**config.mk**
```make
export PLATFORM = sky130hd
export DESIGN_NAME = rv32_front
export DESIGN_NICKNAME = d
export VERILOG_FILES = /design/src/rtl/rv32_pkg.sv /design/src/rtl/rv32_front.sv
export SDC_FILE = /design/constraint.sdc
export NUM_CORES = 1
export LEC_CHECK = 0
export ABC_AREA = 1
export BUFFER_PORTS_ARGS = -buffer_cell sky130_fd_sc_hd__buf_2
export CAP_MARGIN = 20
export CORE_AREA = 2 2 61 63
export CTS_CLUSTER_DIAMETER = 40
export DETAILED_ROUTE_END_ITERATION = 16
export DIE_AREA = 0 0 63 65
export MAX_ROUTING_LAYER = met4
export PLACE_DENSITY = 0.89
export SKIP_CTS_REPAIR_TIMING = 1
export SLEW_MARGIN = 10
export SYNTH_ARGS = -nofsm -noshare
export SYNTH_HDL_FRONTEND = slang
export SYNTH_SLANG_ARGS = --single-unit
```
**constraint.sdc**
```tcl
create_clock -name clk -period 4.4 [get_ports clk]
set_input_delay 0.44 -clock clk [delete_from_list [all_inputs] [get_ports clk]]
set_output_delay 0.44 -clock clk [all_outputs]
set_load 0.01 [all_outputs]
```
**src/rtl/rv32_pkg.sv**
```systemverilog
`default_nettype none
// ----------------------------------------------------------------------------
// rv32_pkg
// Shared sizes, opcodes, state codes and word types for the RV32I executor.
// ----------------------------------------------------------------------------
package rv32_pkg;

    localparam int MEM_BYTES  = 8192;
    localparam int CODE_LIMIT = 4096;
    localparam int MEM_AW     = $clog2(MEM_BYTES);
    localparam int RF_DEPTH   = 32;
    localparam int QUEUE_DEPTH = 2;

    localparam logic [6:0] OP_REG    = 7'h33;
    localparam logic [6:0] OP_IMM    = 7'h13;
    localparam logic [6:0] OP_LOAD   = 7'h03;
    localparam logic [6:0] OP_STORE  = 7'h23;
    localparam logic [6:0] OP_BRANCH = 7'h63;
    localparam logic [6:0] OP_LUI    = 7'h37;
    localparam logic [6:0] OP_AUIPC  = 7'h17;
    localparam logic [6:0] OP_JAL    = 7'h6F;
    localparam logic [6:0] OP_JALR   = 7'h67;
    localparam logic [6:0] OP_SYSTEM = 7'h73;

    localparam logic [6:0]  F7_ALT       = 7'h20;
    localparam logic [4:0]  REG_A0       = 5'd10;
    localparam logic [4:0]  REG_A7       = 5'd17;
    localparam logic [31:0] SVC_EXIT     = 32'd10;
    localparam logic [31:0] UPPER_MASK   = 32'hFFFF_F000;

    typedef enum logic [0:0] {
        KIND_PRELOAD,
        KIND_STEP
    } kind_t;

    typedef struct packed {
        kind_t             kind;
        logic [12:0]       load_address;
        logic [7:0]        load_byte;
    } item_t;

    typedef enum logic [2:0] {
        ST_IDLE,
        ST_FETCH,
        ST_RREAD,
        ST_EXEC,
        ST_MEM,
        ST_DONE
    } state_t;

    typedef struct packed {
        logic [31:0] executed_pc;
        logic [31:0] instruction;
        logic        reg_write_en;
        logic [4:0]  reg_index;
        logic [31:0] reg_value;
        logic        ecall_seen;
        logic [31:0] ecall_service;
        logic [31:0] ecall_argument;
        logic        halted;
    } result_t;

endpackage
`default_nettype wire

```
**src/rtl/rv32_front.sv**
```systemverilog
`default_nettype none
// ----------------------------------------------------------------------------
// rv32_front
// Accepts incoming words, tags them as preload or step, queues them.
// ----------------------------------------------------------------------------
module rv32_front (
    input  wire logic                clk,
    input  wire logic                rst_n,
    input  wire logic                item_valid,
    output logic                     item_stall,
    input  wire logic                cmd,
    input  wire logic [12:0]         load_address,
    input  wire logic [7:0]          load_byte,
    output logic                     q_valid,
    output rv32_pkg::item_t          q_item,
    input  wire logic                q_pop
);
    import rv32_pkg::*;

    item_t       ent_reg [QUEUE_DEPTH];
    logic [1:0]  count_reg;
    logic [1:0]  count_next;
    logic        push;
    item_t       in_item;

    assign item_stall = (count_reg == 2'(QUEUE_DEPTH));
    assign push       = item_valid && !item_stall;
    assign q_valid    = (count_reg != 2'd0);
    assign q_item     = ent_reg[0];

    always_comb
    begin
        in_item.kind         = cmd ? KIND_STEP : KIND_PRELOAD;
        in_item.load_address = load_address;
        in_item.load_byte    = load_byte;
        count_next = count_reg + 2'(push) - 2'(q_pop);
    end

    always_ff @(posedge clk or negedge rst_n)
    begin
        if (!rst_n)
        begin
            count_reg <= 2'd0;
        end
        else
        begin
            count_reg <= count_next;
        end
    end

    always_ff @(posedge clk)
    begin
        if (q_pop)
        begin
            ent_reg[0] <= (push && count_reg == 2'd1) ? in_item : ent_reg[1];
        end
        else if (push)
        begin
            ent_reg[count_reg[0]] <= in_item;
        end
    end

endmodule
`default_nettype wire

```
==> run summary, run 1 <==
===========================================================================================
Type of the worst min-delay path ............................................. primary input to flop
Root Buffer ..................................................................     clkbuf_4
Proportion of synthesized chip area in sequential cells ......................        74.7%
Flip-flop count of the largest register, all copies and words added ..........           44
Cell count of the worst reg-to-reg path ......................................            5
Power per standard cell area .................................................  555 nW/um^2
Number of antenna violations at the first check in global routing ............            0
Category of the most critical setup path ..................................... flop to flop
Placed Area ..................................................................    2110 um^2
Sum of negative setup slack ..................................................         0 ns
Wirelength, routed ...........................................................      3180 um
Run status ................................................................... complete, no violations
Xor and xnor fraction of the mapped netlist area .............................       0.477%
Critical path launch point type ..............................................         flop
Flip-flop cell with the highest count after synthesis ........................     edfxtp_1
Crit path cell chain ......................................................... inv_2, nand2_2, nand2_1, ha_1, nor3_4
Post-synth EDFFs .............................................................           44
Async SR Flop Fraction .......................................................        4.35%
Fillers ......................................................................          286
Ys Warns .....................................................................            0
Hold Crit Endpoint ........................................................... ent_reg[0][20]$_DFFE_PP_
Slew Limit Headroom ..........................................................        38.5%
Total number of vias .........................................................         1176
Required time reported for the critical path endpoint ........................      4.39 ns
Number of nets with antenna violations after routing .........................            0
Global placer's final weighted congestion ....................................        0.741
Number of design-rule violations left by the first detailed-router iteration .           83
Global-route wire length before repair .......................................      4970 um
Clock Latency Late Sink ......................................................      0.36 ns
IR Drop Worst-Case VDD .......................................................   0.000310 V
Max-slew violation count .....................................................            0
Endpoint class of the critical path ..........................................         flop
Clock H-tree levels ..........................................................            2
Post-Synth Adder-Cell Area ...................................................        2.04%
Syn_nets .....................................................................          168
Seq cells post-synth .........................................................           46
Number of buffers added on ports .............................................           49
LEAKAGE ......................................................................  0.000959 uW
HPWL reported at the end of detailed placement ...............................      2160 um
Startpoint of the lowest-slack hold path ..................................... load_address[12]
Cell class contributing the biggest share of worst-path delay ................ simple AND/OR/NAND/NOR gates
RSZ-0062 raised after global routing .........................................           no
Worst setup path start ....................................................... count_reg[0]$_DFF_PN0_
Largest family of logic cells by synthesized area ............................ simple AND/OR/NAND/NOR gates
Mux share of post-synthesis cell area ........................................           0%
Area taken by flip-flops and latches .........................................    1370 um^2
Die area .....................................................................    4100 um^2
Arrival time reported for the critical path endpoint .........................      2.08 ns
Chip Width ...................................................................        63 um
Number of sinks handled by clock tree synthesis ..............................           46
R2R setup slack ..............................................................      2.30 ns
Routed length per instance ...................................................      13.2 um
Congestion Overflow GR .......................................................            0
Post-layout total power ......................................................      1210 uW
CTS tree .....................................................................          yes
Area of the core .............................................................    3500 um^2
Highest clock frequency the design can meet ..................................      477 MHz
Global router's overall resource usage .......................................        17.2%
Die Ht .......................................................................        65 um
Transition at the pin with the smallest max-transition slack .................     0.919 ns
Via-per-instance ratio .......................................................         4.90
Worst Clk Skew ...............................................................    0.0108 ns
Top-level port count .........................................................           50
Buffer levels on the longest clock path ......................................            2
Post-synthesis compound-gate area fraction ...................................       0.272%
Combined area of all synthesized cells .......................................    1840 um^2
Mapped Cells .................................................................          139
Count of standard-cell rows ..................................................           22
Share of post-route cells with drive strength above 1 ........................        33.3%
Number of buffers inserted during clock tree synthesis .......................            5
Critical path buffers and inverters ..........................................            1
Total of max-cap violations ..................................................            0
Antenna diode count ..........................................................            0
Number of iterations in the first detailed-routing pass ......................            4
Initial cell density of the core .............................................        52.5%
Period Utilization, post-route ...............................................        47.6%
Maximum number of pins on one net before global-route repair .................           25
Average size of a mapped cell ................................................    13.2 um^2
Commonest cells after routing, fill and taps aside ........................... nand2_1, buf_2, edfxtp_1, nand3_1, clkbuf_4
Area growth from synthesis to layout .........................................        18.9%
RR Startpoint ................................................................ count_reg[0]$_DFF_PN0_
Post-synth cell types ........................................................           16
Critical path fanouts, max ...................................................           22
Highest-delay cell along the critical path ...................................       nor3_4
Clock period minus worst slack ...............................................      2.10 ns
Footprint of the multi-input gates ...........................................     410 um^2
Clock transition at the registers of the reported paths ......................      0.12 ns
Capture instance of the worst register-to-register path ...................... ent_reg[1][16]$_DFFE_PP_
Layout net count .............................................................          220
Final setup violating endpoints ..............................................            0
Hold depth ...................................................................            3
Number of global-route vias before repair ....................................         1085
Summed area of non-filler cells in the final layout ..........................    2180 um^2
Simple-gate portion of the synthesized area ..................................        19.0%
Slowest Stage Delay on Critical Path .........................................      0.76 ns
Hold Violations, Final .......................................................            0
# DRC ........................................................................            0
===========================================================================================
==> per-stage QoR <==
| stage | setup slack (ns) | util [%] | std cells | hold slack (ns) |
|---|---|---|---|---|
| floorplan | 1.74 | - | 139 | 0.144 |
| global placement | 2.30 | 60.3 | 230 | 0.227 |
| detailed placement | 2.23 | 60.3 | 230 | 0.229 |
| CTS | 2.27 | 61.8 | 238 | -0.171 |
| global route | 2.08 | 62.5 | 240 | 0.346 |
| finish | 2.30 | 62.5 | 240 | 0.367 |
==> routing by layer <==
layer / track usage [%] / share of wire (%) / vias up
li1: - / - / 589
met1: 21.2 / 44 / 523
met2: 24.5 / 44 / 55
met3: 7.81 / 9.1 / 9
met4: 7.78 / 2.0 / 0
met5: - / 0 / -
==> power breakdown <==
part	leakage (uW)	switching (uW)	internal, uW
registers	0.000446	34.7	630
logic	0.000483	239	126
clock network	0.0000297	122	60.1
==> Yosys cell counts, types with 2 or more instances <==
master / number / share of area, %
buf_2: 4 / 1.1
inv_1: 4 / 0.82
dfrtp_1: 2 / 2.7
inv_2: 2 / 0.41
edfxtp_1: 44 / 72
nand3_1: 22 / 6.0
buf_6: 2 / 1.2
nand2_1: 49 / 10
ha_1: 3 / 2.0
==> cell families (layout without fill, tap and decap cells) <==
family                     after synthesis  count (layout)
AOI/OAI and AO/OA                        1               1
xor gates and xnor gates                 1               1
adders and majority gates                3               3
buffers and inverters                   12              65
DFF                                     46              46
and+or+nand+nor                         76              76
==> worst register-to-register path: cells and delay by family (launching register included) <==
kind | cells | cell delay (ns)
buf+inv | 1 | 0.09
flops | 1 | 0.45
simple gates | 3 | 0.97
fa+ha+maj | 1 | 0.23
==> final cells by class <==
type / instances / share of cell area [%]
Clock buffer: 6 / 1.89
Clock inverter: 2 / 0.401
Inverter: 6 / 1.03
Multi-Input combinational cell: 81 / 18.8
Sequential cell: 46 / 62.8
Tap cell: 48 / 2.75
Timing Repair Buffer: 51 / 12.4
==> worst max-delay path by stage <==
stage          depth (start not counted)                        to
2_1_floorplan                          4   ent_reg[0][0]$_DFFE_PP_
3_3_place_gp                           4  ent_reg[1][16]$_DFFE_PP_
3_5_place_dp                           4  ent_reg[1][14]$_DFFE_PP_
4_1_cts                                5   ent_reg[1][7]$_DFFE_PP_
5_1_grt                                5  ent_reg[1][16]$_DFFE_PP_
6_report                               5  ent_reg[1][16]$_DFFE_PP_
(Power assumes the default switching activity.)
==> run 2: changes to the inputs <==
--- a/config.mk
+++ b/config.mk
@@ -5,15 +5,15 @@
 export SDC_FILE = /design/constraint.sdc
 export NUM_CORES = 1
 export LEC_CHECK = 0
-export ABC_AREA = 1
+export ABC_AREA = 0
 export BUFFER_PORTS_ARGS = -buffer_cell sky130_fd_sc_hd__buf_2
 export CAP_MARGIN = 20
-export CORE_AREA = 2 2 61 63
+export CORE_AREA = 2 2 67 69
 export CTS_CLUSTER_DIAMETER = 40
 export DETAILED_ROUTE_END_ITERATION = 16
-export DIE_AREA = 0 0 63 65
+export DIE_AREA = 0 0 69 71
 export MAX_ROUTING_LAYER = met4
-export PLACE_DENSITY = 0.89
+export PLACE_DENSITY = 0.8
 export SKIP_CTS_REPAIR_TIMING = 1
 export SLEW_MARGIN = 10
 export SYNTH_ARGS = -nofsm -noshare
==> constraint.sdc (replaced) <==
create_clock -name clk -period 1.7 [get_ports clk]
set_input_delay 0.17 -clock clk [delete_from_list [all_inputs] [get_ports clk]]
set_output_delay 0.17 -clock clk [all_outputs]
set_load 0.01 [all_outputs]
==> run summary, run 2 <==
===========================================================================================
Run status ................................................................... complete, no violations   unchanged
Required time reported for the critical path endpoint ........................      1.70 ns   was 4.39 ns
LEAKAGE ......................................................................  0.000961 uW   was 0.000959 uW
Wirelength, routed ...........................................................      2940 um   was 3180 um
Share of post-route cells with drive strength above 1 ........................        59.6%   was 33.3%
Max-slew violation count .....................................................            0   unchanged
Commonest cells after routing, fill and taps aside ........................... buf_2, edfxtp_1, mux2_4, clkbuf_8, clkbuf_1   was nand2_1, buf_2, edfxtp_1, nand3_1, clkbuf_4
Via-per-instance ratio .......................................................         4.62   was 4.90
Area of the core .............................................................    4200 um^2   was 3500 um^2
Initial cell density of the core .............................................        43.7%   was 52.5%
Number of buffers inserted during clock tree synthesis .......................            5   unchanged
Number of iterations in the first detailed-routing pass ......................            3   was 4
Number of buffers added on ports .............................................           49   unchanged
Critical path launch point type ..............................................         flop   unchanged
Highest clock frequency the design can meet ..................................      607 MHz   was 477 MHz
IR Drop Worst-Case VDD .......................................................   0.000783 V   was 0.000310 V
Maximum number of pins on one net before global-route repair .................           23   was 25
Fillers ......................................................................          342   was 286
Number of nets with antenna violations after routing .........................            0   unchanged
R2R setup slack ..............................................................      0.05 ns   was 2.30 ns
Power per standard cell area ................................................. 1350 nW/um^2   was 555 nW/um^2
Total number of vias .........................................................          915   was 1176
Footprint of the multi-input gates ...........................................     477 um^2   was 410 um^2
Average size of a mapped cell ................................................    21.3 um^2   was 13.2 um^2
Type of the worst min-delay path ............................................. primary input to async pin   was primary input to flop
Endpoint class of the critical path ..........................................         flop   unchanged
Post-synth EDFFs .............................................................           44   unchanged
Die Ht .......................................................................        71 um   was 65 um
Flip-flop cell with the highest count after synthesis ........................     edfxtp_1   unchanged
Synth cell count leaders ..................................................... edfxtp_1, mux2_4, ha_1   was nand2_1, edfxtp_1, nand3_1, buf_2, inv_1
Cell count of the worst reg-to-reg path ......................................            5   unchanged
Seq cells post-synth .........................................................           46   unchanged
Number of design-rule violations left by the first detailed-router iteration .           19   was 83
Yosys top cell area share ....................................................        72.0%   was 71.9%
Combined area of all synthesized cells .......................................    1840 um^2   about the same
# DRC ........................................................................            0   unchanged
Number of global-route vias before repair ....................................          997   was 1085
Number of antenna violations at the first check in global routing ............            0   unchanged
Area taken by flip-flops and latches .........................................    1370 um^2   unchanged
Category of the most critical setup path ..................................... flop to flop   unchanged
Post-synth cell types ........................................................           16   unchanged
Largest area contributor in the netlist ......................................     edfxtp_1   unchanged
Buffer levels on the longest clock path ......................................            2   unchanged
Most frequent standard cell in the layout excluding fill and tap cells .......        buf_2
Area growth from synthesis to layout .........................................        25.9%   was 18.9%
Root Buffer ..................................................................     clkbuf_8   was clkbuf_4
Top-level port count .........................................................           50   unchanged
Clock period minus worst slack ...............................................      1.65 ns   was 2.10 ns
Die area .....................................................................    4900 um^2   was 4100 um^2
RR Startpoint ................................................................ count_reg[0]$_DFF_PN0_   unchanged
RSZ-0062 raised after global routing .........................................          yes   was no
Hold Violations, Final .......................................................            0   unchanged
Total of max-cap violations ..................................................            0   unchanged
Global-route wire length before repair .......................................      4610 um   was 4970 um
Number of sinks handled by clock tree synthesis ..............................           46   unchanged
Proportion of synthesized chip area in sequential cells ......................        74.7%   about the same
Post-layout total power ......................................................      3120 uW   was 1210 uW
Capture instance of the worst register-to-register path ...................... ent_reg[1][15]$_DFFE_PP_   was ent_reg[1][16]$_DFFE_PP_
Global placer's final weighted congestion ....................................        0.680   was 0.741
Async SR Flop Fraction .......................................................        4.35%   unchanged
Worst hold margin ............................................................     0.179 ns   was 0.367 ns
Syn_nets .....................................................................          115   was 168
Clock Latency Late Sink ......................................................      0.29 ns   was 0.36 ns
Ys Warns .....................................................................            0   unchanged
Transition at the pin with the smallest max-transition slack .................     0.207 ns   was 0.919 ns
Arrival time reported for the critical path endpoint .........................      1.65 ns   was 2.08 ns
Global router's overall resource usage .......................................        12.7%   was 17.2%
HPWL reported at the end of detailed placement ...............................      2120 um   was 2160 um
Antenna diode count ..........................................................            0   unchanged
Final setup violating endpoints ..............................................            0   unchanged
Mapped Cells .................................................................           86   was 139
Routed length per instance ...................................................      14.9 um   was 13.2 um
Slew Limit Headroom ..........................................................        86.2%   was 38.5%
Count of standard-cell rows ..................................................           24   was 22
Worst Clk Skew ...............................................................   0.00630 ns   was 0.0108 ns
Layout net count .............................................................          174   was 220
CTS tree .....................................................................          yes   unchanged
Flip-flop count of the largest register, all copies and words added ..........           44   unchanged
Chip Width ...................................................................        69 um   was 63 um
Clock H-tree levels ..........................................................            2   unchanged
Most used standard cell by instance count after synthesis ....................     edfxtp_1   was nand2_1
Critical path fanouts, max ...................................................           22   unchanged
Dominant cells by area after synthesis ....................................... edfxtp_1, mux2_4, dfrtp_1, ha_1, buf_6   was edfxtp_1, nand2_1, nand3_1, dfrtp_1, ha_1
Congestion Overflow GR .......................................................            0   unchanged
Clock transition at the registers of the reported paths ......................      0.08 ns   was 0.12 ns
Period Utilization, post-route ...............................................        96.9%   was 47.6%
===========================================================================================
run 2: worst max-delay path, cell delays in order (launching register included):
cell	delay (ns)
dfrtp_1	0.40
and2b_2	0.24
nand2b_4	0.15
ha_4	0.16
nor3_4	0.20
buf_12	0.19
run 2: layer usage:
metal,GRT usage (%),part of all wire [%]
met1,13.8,41
met2,21.4,54
met3,3.42,3.5
met4,6.97,1.8
met5,-,0
run 2: logic make-up (layout without fill, tap and decap cells):
kind of cell	Yosys count	in the layout	share of synthesized area, %
AOI/OAI and AO/OA	2	2	0.682
adders and majority gates	3	3	2.05
muxes	22	22	17.6
and+or+nand+nor	7	7	2.39
xor gates and xnor gates	2	2	0.955
DFF	46	46	74.7
buffers and inverters	4	64	1.64
run 2: worst max path at each step:
stage / from / end / slack [ns] / cells after the start
2_1_floorplan: count_reg[1]$_DFF_PN0_ / ent_reg[1][0]$_DFFE_PP_ / -0.25 / 4
3_3_place_gp: count_reg[1]$_DFF_PN0_ / ent_reg[1][11]$_DFFE_PP_ / 0.11 / 5
3_5_place_dp: count_reg[1]$_DFF_PN0_ / ent_reg[1][14]$_DFFE_PP_ / 0.04 / 5
4_1_cts: count_reg[0]$_DFF_PN0_ / ent_reg[1][7]$_DFFE_PP_ / 0.04 / 5
5_1_grt: count_reg[1]$_DFF_PN0_ / ent_reg[1][8]$_DFFE_PP_ / -0.03 / 5
6_report: count_reg[0]$_DFF_PN0_ / ent_reg[1][15]$_DFFE_PP_ / 0.05 / 5
run 2: power breakdown:
group	switching [uW]	internal (uW)	leakage, uW
Clock	336	292	0.0000395
Combinational	426	471	0.000480
Sequential	67.7	1530	0.000441
Total	830	2290	0.000961
run 2: cell type report:
class / count / area share [%]
repair buffers: 54 / 13.4
flip-flops and latches: 46 / 59.3
multi-input cells: 36 / 20.6
well taps: 52 / 2.82
inverters: 2 / 0.325
clock buffers: 8 / 3.47
run 2: per-stage QoR:
step / instance area (um^2) / std cells / util [%] / setup slack (ns) / setup TNS [ns]
after floorplan: 1880 / 86 / - / -0.245 / -5.40
after global placement: 2220 / 189 / 52.8 / 0.106 / 0
after detailed placement: 2220 / 189 / 52.8 / 0.0409 / 0
after CTS: 2300 / 197 / 54.7 / 0.0369 / 0
after global routing: 2310 / 198 / 55.0 / -0.0305 / -0.518
final: 2310 / 198 / 55.0 / 0.0525 / 0
